File: config.mk
export PLATFORM = sky130hd
export DESIGN_NAME = array_list_engine_flat
export DESIGN_NICKNAME = d
export VERILOG_FILES = /design/src/hw/rtl/al_pkg.sv /design/src/hw/rtl/al_req_if.sv /design/src/hw/rtl/al_rsp_if.sv /design/src/hw/rtl/al_cell.sv /design/src/hw/rtl/array_list_engine.sv /design/src/flat_wrapper.sv
export SDC_FILE = /design/constraint.sdc
export NUM_CORES = 2
export LEC_CHECK = 0
export BUFFER_PORTS_ARGS = -buffer_cell sky130_fd_sc_hd__buf_2
export CAP_MARGIN = 10
export CORE_ASPECT_RATIO = 1.75
export CORE_UTILIZATION = 30
export CTS_CLUSTER_SIZE = 28
export DETAILED_ROUTE_END_ITERATION = 10
export HOLD_SLACK_MARGIN = 0.12
export PLACE_DENSITY = 0.5
export SKIP_LAST_GASP = 1
export SLEW_MARGIN = 20
export SYNTH_ARGS = -nofsm -noshare
export SYNTH_HDL_FRONTEND = slang
export SYNTH_HIERARCHICAL = 1
export SYNTH_SLANG_ARGS = --single-unit
File: constraint.sdc
create_clock -name clk -period 8.8 [get_ports clk]
set_clock_uncertainty 0.2 [all_clocks]
set_input_delay 1.32 -clock clk [delete_from_list [all_inputs] [get_ports clk]]
set_output_delay 1.32 -clock clk [all_outputs]
set_load 0.02 [all_outputs]
File: src/hw/rtl/al_pkg.sv
`default_nettype none

package al_pkg;

  localparam int WORD_W = 32;
  localparam int CAP_W  = 5;
  localparam logic [CAP_W-1:0] CAP_RESET = 5'd16;

  typedef enum logic [1:0] {
    REQ_INSERT = 2'd0,
    REQ_REMOVE = 2'd1,
    REQ_GET    = 2'd2,
    REQ_SEARCH = 2'd3
  } req_t;

  typedef enum logic [2:0] {
    ST_OK        = 3'd0,
    ST_OVERFLOW  = 3'd1,
    ST_UNDERFLOW = 3'd2,
    ST_INVALID   = 3'd3,
    ST_NOT_FOUND = 3'd4
  } status_t;

  typedef struct packed {
    logic ins;
    logic rem;
  } cmd_t;

endpackage

`default_nettype wire

File: src/hw/rtl/al_req_if.sv
`default_nettype none

interface al_req_if;
  logic        valid;
  logic        ready;
  logic [1:0]  req_type;
  logic [4:0]  position;
  logic [31:0] value;

  modport source (output valid, req_type, position, value, input ready);
  modport sink   (input valid, req_type, position, value, output ready);
endinterface

`default_nettype wire

File: src/hw/rtl/al_rsp_if.sv
`default_nettype none

interface al_rsp_if;
  logic        valid;
  logic        ready;
  logic [2:0]  status;
  logic [31:0] data_out;
  logic [3:0]  found_index;
  logic [4:0]  count;
  logic        is_empty;
  logic        is_full;

  modport source (output valid, status, data_out, found_index, count, is_empty, is_full,
                  input ready);
  modport sink   (input valid, status, data_out, found_index, count, is_empty, is_full,
                  output ready);
endinterface

`default_nettype wire

File: src/hw/rtl/al_cell.sv
`default_nettype none

module al_cell #(
  parameter int CW  = 5,
  parameter int IDX = 0
) (
  input  wire                          clk,
  input  wire  al_pkg::cmd_t           cmd,
  input  wire  [CW-1:0]                pos,
  input  wire  [CW-1:0]                cnt,
  input  wire  [al_pkg::WORD_W-1:0]    key,
  input  wire  [al_pkg::WORD_W-1:0]    left_d,
  input  wire  [al_pkg::WORD_W-1:0]    right_d,
  output logic [al_pkg::WORD_W-1:0]    q,
  output logic                         hit
);

  localparam logic [CW-1:0] MY_IDX = CW'(IDX);

  always_ff @(posedge clk) begin
    if (cmd.ins && (MY_IDX == pos)) begin
      q <= key;
    end else if (cmd.ins && (MY_IDX > pos)) begin
      q <= left_d;
    end else if (cmd.rem && (MY_IDX >= pos)) begin
      q <= right_d;
    end
  end

  assign hit = (MY_IDX < cnt) && (q == key);

endmodule

`default_nettype wire

File: src/hw/rtl/array_list_engine.sv
// Channel  Dir  Beat
// req      in   req_type, position, value
// rsp      out  status, data_out, found_index, count, is_empty, is_full
// cfg      in   cfg_we, cfg_wdata (capacity)
//
// One request per cycle while rsp is not stalled; the result is registered and appears the cycle after acceptance.
// Each cell shifts with its neighbour in the accepting cycle; search compares all cells at once.
// Reset clears the count, the result valid and sets capacity to 16; entries are not cleared.
// req is held off only while a result waits on a stalled rsp.
`default_nettype none

module array_list_engine #(
  parameter int DEPTH = 16
) (
  input  wire                        clk,
  input  wire                        rst,
  al_req_if.sink                     req,
  al_rsp_if.source                   rsp,
  input  wire                        cfg_we,
  input  wire  [al_pkg::CAP_W-1:0]   cfg_wdata
);

  localparam int CW = $clog2(DEPTH + 1);
  localparam int IW = (DEPTH > 1) ? $clog2(DEPTH) : 1;
  localparam int PW = (CW > 5) ? CW : 5;

  logic [al_pkg::CAP_W-1:0]   capacity;
  logic [CW-1:0]              count;
  logic [CW-1:0]              count_next;
  logic                       accept;
  al_pkg::cmd_t               cmd;
  al_pkg::status_t            status_next;
  logic [al_pkg::WORD_W-1:0]  data_next;
  logic [IW-1:0]              found;
  logic                       any_hit;
  logic [PW-1:0]              pos_w;
  logic [PW-1:0]              cnt_w;
  logic [PW-1:0]              cap_w;
  logic [PW-1:0]              eff_cap;
  logic [CW-1:0]              pos_c;
  logic [al_pkg::WORD_W-1:0]  q [DEPTH];
  logic [DEPTH-1:0]           hit;

  assign req.ready = !rsp.valid || rsp.ready;
  assign accept    = req.valid && req.ready;

  assign pos_w = PW'(req.position);
  assign cnt_w = PW'(count);
  assign cap_w = PW'(capacity);
  assign pos_c = CW'(req.position);

  always_comb begin
    if (cap_w == '0) begin
      eff_cap = PW'(1);
    end else if (cap_w > PW'(DEPTH)) begin
      eff_cap = PW'(DEPTH);
    end else begin
      eff_cap = cap_w;
    end
  end

  genvar g;
  generate
    for (g = 0; g < DEPTH; g++) begin : g_cell
      logic [al_pkg::WORD_W-1:0] left_d;
      logic [al_pkg::WORD_W-1:0] right_d;
      if (g == 0) begin : g_first
        assign left_d = '0;
      end else begin : g_mid_l
        assign left_d = q[g-1];
      end
      if (g == DEPTH - 1) begin : g_last
        assign right_d = '0;
      end else begin : g_mid_r
        assign right_d = q[g+1];
      end
      al_cell #(
        .CW  (CW),
        .IDX (g)
      ) u_cell (
        .clk     (clk),
        .cmd     (cmd),
        .pos     (pos_c),
        .cnt     (count),
        .key     (req.value),
        .left_d  (left_d),
        .right_d (right_d),
        .q       (q[g]),
        .hit     (hit[g])
      );
    end
  endgenerate

  always_comb begin
    found   = '0;
    any_hit = |hit;
    for (int i = DEPTH - 1; i >= 0; i--) begin
      if (hit[i]) begin
        found = IW'(i);
      end
    end
  end

  always_comb begin
    cmd         = '0;
    status_next = al_pkg::ST_OK;
    data_next   = '0;
    count_next  = count;
    case (al_pkg::req_t'(req.req_type))
      al_pkg::REQ_INSERT: begin
        if (cnt_w >= eff_cap) begin
          status_next = al_pkg::ST_OVERFLOW;
        end else if (pos_w > cnt_w) begin
          status_next = al_pkg::ST_INVALID;
        end else begin
          cmd.ins    = accept;
          count_next = count + 1'b1;
        end
      end
      al_pkg::REQ_REMOVE: begin
        if (count == '0) begin
          status_next = al_pkg::ST_UNDERFLOW;
        end else if (pos_w >= cnt_w) begin
          status_next = al_pkg::ST_INVALID;
        end else begin
          cmd.rem    = accept;
          data_next  = q[pos_c[IW-1:0]];
          count_next = count - 1'b1;
        end
      end
      al_pkg::REQ_GET: begin
        if (pos_w >= cnt_w) begin
          status_next = al_pkg::ST_INVALID;
        end else begin
          data_next = q[pos_c[IW-1:0]];
        end
      end
      default: begin
        if (!any_hit) begin
          status_next = al_pkg::ST_NOT_FOUND;
        end
      end
    endcase
  end

  always_ff @(posedge clk) begin
    if (rst) begin
      capacity  <= al_pkg::CAP_RESET;
      count     <= '0;
      rsp.valid <= 1'b0;
    end else begin
      if (cfg_we) begin
        capacity <= cfg_wdata;
      end
      if (accept) begin
        count     <= count_next;
        rsp.valid <= 1'b1;
      end else if (rsp.ready) begin
        rsp.valid <= 1'b0;
      end
    end
  end

  always_ff @(posedge clk) begin
    if (accept) begin
      rsp.status      <= status_next;
      rsp.data_out    <= data_next;
      rsp.found_index <= (al_pkg::req_t'(req.req_type) == al_pkg::REQ_SEARCH && any_hit)
                         ? 4'(found) : 4'd0;
      rsp.count       <= 5'(count_next);
      rsp.is_empty    <= (count_next == '0);
      rsp.is_full     <= (PW'(count_next) >= eff_cap);
    end
  end

`ifndef SYNTHESIS
  a_count_bound: assert property (@(posedge clk) disable iff (rst)
    PW'(count) <= PW'(DEPTH))
    else $error("entry count above depth");

  a_count_hold: assert property (@(posedge clk) disable iff (rst)
    !accept |=> $stable(count))
    else $error("entry count moved without a request beat");

  a_underflow: assert property (@(posedge clk) disable iff (rst)
    accept && req.req_type == al_pkg::REQ_REMOVE && count == '0
    |=> rsp.status == al_pkg::ST_UNDERFLOW && rsp.count == 5'd0)
    else $error("remove on empty list did not report underflow");
`endif

endmodule

`default_nettype wire

File: src/flat_wrapper.sv
// flat-port wrapper written by rule: the top's interface ports become plain ports
module array_list_engine_flat 
#(
  parameter int DEPTH = 16
)
  (clk, rst, cfg_we, cfg_wdata, req_valid, req_req_type, req_position, req_value, req_ready, rsp_valid, rsp_status, rsp_data_out, rsp_found_index, rsp_count, rsp_is_empty, rsp_is_full, rsp_ready);
  al_req_if req_i ();
  al_rsp_if rsp_i ();
  input  wire clk;
  input  wire rst;
  input  wire cfg_we;
  input  wire  [al_pkg::CAP_W-1:0] cfg_wdata;
  input wire logic [$bits(req_i.valid)-1:0] req_valid;
  input wire logic [$bits(req_i.req_type)-1:0] req_req_type;
  input wire logic [$bits(req_i.position)-1:0] req_position;
  input wire logic [$bits(req_i.value)-1:0] req_value;
  output wire logic [$bits(req_i.ready)-1:0] req_ready;
  output wire logic [$bits(rsp_i.valid)-1:0] rsp_valid;
  output wire logic [$bits(rsp_i.status)-1:0] rsp_status;
  output wire logic [$bits(rsp_i.data_out)-1:0] rsp_data_out;
  output wire logic [$bits(rsp_i.found_index)-1:0] rsp_found_index;
  output wire logic [$bits(rsp_i.count)-1:0] rsp_count;
  output wire logic [$bits(rsp_i.is_empty)-1:0] rsp_is_empty;
  output wire logic [$bits(rsp_i.is_full)-1:0] rsp_is_full;
  input wire logic [$bits(rsp_i.ready)-1:0] rsp_ready;
  assign req_i.valid = req_valid;
  assign req_i.req_type = req_req_type;
  assign req_i.position = req_position;
  assign req_i.value = req_value;
  assign req_ready = req_i.ready;
  assign rsp_valid = rsp_i.valid;
  assign rsp_status = rsp_i.status;
  assign rsp_data_out = rsp_i.data_out;
  assign rsp_found_index = rsp_i.found_index;
  assign rsp_count = rsp_i.count;
  assign rsp_is_empty = rsp_i.is_empty;
  assign rsp_is_full = rsp_i.is_full;
  assign rsp_i.ready = rsp_ready;
  array_list_engine #(.DEPTH(DEPTH)) u_core (.clk(clk), .rst(rst), .req(req_i), .rsp(rsp_i), .cfg_we(cfg_we), .cfg_wdata(cfg_wdata));
endmodule
==> flow_summary.toml <==
[outcome]
status = "complete, no violations"

[timing]
min_period_over_period = 0.667
hold_ws_ps = 318
setup_slack_ps = 2930
rsz0062_at_grt = "false"
tns_ps = 0
fmax_mhz = 170
tightest_slew_ps = 1340
setup-violations-final = 0
finalCriticalPeriod_ps = 5870
slew_headroom = 0.102
hold_viol = 0
final_max_slew_viol_count = 0

[power]
clkPwrFrac = 0.402
p_sw_mw = 1.70
p_comb_frac = 0.120
switching_share = 0.273
finalPower_mw = 6.24
powerDensity_nw_per_um2 = 146
ir_worst_vdd_v = 0.000148
cellLeakagePower_nw = 15.5
internal_power_mw = 4.54
seq_power_share = 0.478

[setup_path]
crit_family = "simple AND/OR/NAND/NOR gates"
crit_buf_inv = 3
start_kind = "input pin"
path_cells = "buf_4 > ha_1 > a21oi_1 > o221ai_2 > a221oi_2 > and3_2 > buf_4 > or4b_2 > buf_4 > nor2_1 > a21oi_1"
cp_common_cell = "buf_4"
cp_max_fo = 64
startpoint = "req_position[2]"
crit_path_end_kind = "flop"
cp_slowest_cell = "a221oi_2"
cp_data_arrival_time_ps = 6070
worstSetupPathType = "in -> reg"
required_ps = 9000
r2r_start = "u_core/cap_w[1]"
worst_path_largest_cell_delay_ps = 720
reg2reg_setup_slack_ps = 3740

[grt]
overflow = 0
antenna_found_initial = 7
use_met3 = 0.0224
grt-busiest-layer = "met2"
use_met2 = 0.428
grt_pass1_vias = 28500
grt_max_degree = 103
grtUsageTotal = 0.241
gr-usage-met1 = 0.237
grt_pass1_wl_um = 223000

[synth]
synth_fa_ha_area_frac = 0.00707
synth_flop_cell = "edfxtp_1"
synthDistinctLibCells = 105
syn_area_um2 = 38800
ys_ff_latch = 569
synth.avg_cell_area_um2 = 11.3
yosys.area_share.simple = 0.119
synth_mux_area_frac = 0.173
synth_top_family_by_area = "multiplexers"
synth_edf_count = 558
synth_compound_area_frac = 0.108
syn_inst = 3430
ys_warn_count = 6
ys_seq_area_frac = 0.438
synth-xor-area-share = 0.116
synthArstFlopShare = 0

[placed_design]
place_hpwl_um = 121000
portBuffers = 96
place_congestion = 0.953
place_worst_setup_slack_ps = 2270

[clock_tree]
cts_num_sinks = 569
postCtsHoldBufs = 0
cts_setup_buffers = 0
htreeDepth = 2
cts_root_buffer = "clkbuf_16"
clk_path_buf_depth = 3
clk_latency_ps = 680
path_clk_slew_ps = 60
numCtsBuffers = 56
cts_tree = "yes"
cts_resized = 0

[layout]
n_fill_cell = 12800
final_util = 0.333
area_growth_pct = 10.3
nets = 3562
drive_gt1_frac = 0.162

[routing]
via_per_inst = 5.51
drt_first_pass_iters = 6
finalWirelength_um = 159000
drtIter0Drc = 2374
routedWlPerCell_um = 30.5
ant_nets = 0
num_vias = 28700
drc = 0

[worst_hold_path]
hp-class = "reg -> reg"
hold_start = "u_core/rsp.valid"

[run]
max-cap-violations = 0

[floorplanning]
initial_core_util = 0.302
die_w_um = 274
die_area_um2 = 131000
coreArea_um2 = 128000
rows = 174
ios = 97
die_y_um = 478
==> power groups by stage <==
stage / Clock, mW / Combinational, mW / Sequential (mW)
after floorplan: 0 / 0.337 / 3.06
after global placement: 0 / 0.729 / 3.05
after detailed placement: 0 / 0.733 / 3.05
after CTS: 2.57 / 0.735 / 2.99
after global routing: 2.64 / 0.766 / 2.99
final: 2.51 / 0.747 / 2.99
==> final timing paths <==
| kind | end | cells past startpoint |
|---|---|---|
| min | u_core/rsp.valid | 2 |
| min reg2reg | u_core/rsp.valid | 2 |
| max | u_core/g_cell[14].u_cell/q[6] | 11 |
| max reg2reg | u_core/g_cell[14].u_cell/q[6] | 13 |
==> kinds of logic after synthesis <==
kind of cell,after synthesis
AO/OA/AOI/OAI,640
flip-flops,569
other,1
multiplexers,453
AND/OR/NAND/NOR,973
buffers and inverters,260
adder cells (fa/ha/maj),22
XOR/XNOR,512
==> through the flow <==
step	instance area, um2	std cells
detailed placement	41000	5106
CTS	42700	5210
floorplan	38900	3461
global route	42800	5211
finish	42800	5214
global placement	41000	5106
==> worst reg2reg max path: cells and delay by family, from the launching register on <==
family / cells / cell delay, ps
and+or+nand+nor: 7 / 2140
AOI/OAI and AO/OA: 3 / 1000
buffers and inverters: 2 / 890
DFF: 1 / 330
adders and majority gates: 1 / 270
==> cell usage in the layout (no fill, tap or decap), types with 22 or more instances in the layout <==
master | synthesis | final
nand2_1 | 347 | 346
nand3_1 | 24 | 22
nor4_1 | 111 | 106
mux2i_1 | 260 | 260
nor2b_1 | 43 | 41
xor2_1 | 434 | 434
buf_4 | 11 | 80
o21ai_0 | 102 | 102
mux2_4 | 30 | 30
nand4_1 | 37 | 37
a222oi_1 | 32 | 32
a22oi_2 | 25 | 25
o21ai_1 | 30 | 29
xnor2_1 | 78 | 77
nor2_1 | 327 | 326
inv_1 | 56 | 56
clkbuf_16 | 0 | 57
a22oi_1 | 39 | 39
mux4_2 | 160 | 160
a31oi_1 | 37 | 36
conb_1 | 1 | 32
buf_2 | 81 | 92
a21oi_1 | 208 | 208
o22ai_1 | 86 | 86
edfxtp_1 | 558 | 558
==> metal layers <==
metal	routed length [um]	part of all wire
met5	35	0.00022
met1	51200	0.32
met4	20100	0.13
met2	81800	0.51
met3	6150	0.039
==> area by class of cell <==
type                       count  area, um2  share of cell area
multi-input combinational   2632      20600               0.481
sequential                   569      17000               0.397
tap                         1672       2090              0.0489
clock buffer                  71       1490              0.0348
timing repair buffer         176       1130              0.0264
clock inverter                33        279             0.00652
inverter                      57        214             0.00500
antenna                        4       10.0            0.000234
==> sequential cells by signal, summed over array words and instances, names as in the netlist <==
name / count
u_core/cap_w: 5
u_core/rsp.count: 5
u_core/rsp.is_full: 1
u_core/rsp.status: 3
u_core/rsp.data_out: 32
u_core/rsp.valid: 1
u_core/rsp.found_index: 4
u_core/rsp.is_empty: 1
u_core/cnt_w: 5
u_core/g_cell.u_cell/q: 512
==> synthesized netlist by cell type, drive strengths merged (4+ instances only) <==
library cell	count	area (um2)
a222oi	32	320
inv	56	210
xor2	434	3800
a211oi	5	37.5
ha	21	263
mux2	33	484
xnor2	78	683
dfxtp	11	220
buf	149	1110
a22oi	64	606
o21ai	144	766
a31oi	38	253
o22ai	96	663
nand2b	6	45.0
nor4	119	803
and2	5	33.8
or4	4	37.5
mux2i	260	2600
mux4	160	3600
nand2	350	1330
a21oi	212	1080
clkbuf	54	211
nand3	25	130
nand4	40	287
o211ai	4	30.0
o21bai	5	37.5
o21a	4	30.0
nor3	25	158
nor4b	4	80.1
edfxtp	558	16800
nor2b	46	305
nor2	329	1240
a21o	6	45.0
(Power assumes the default switching activity.)
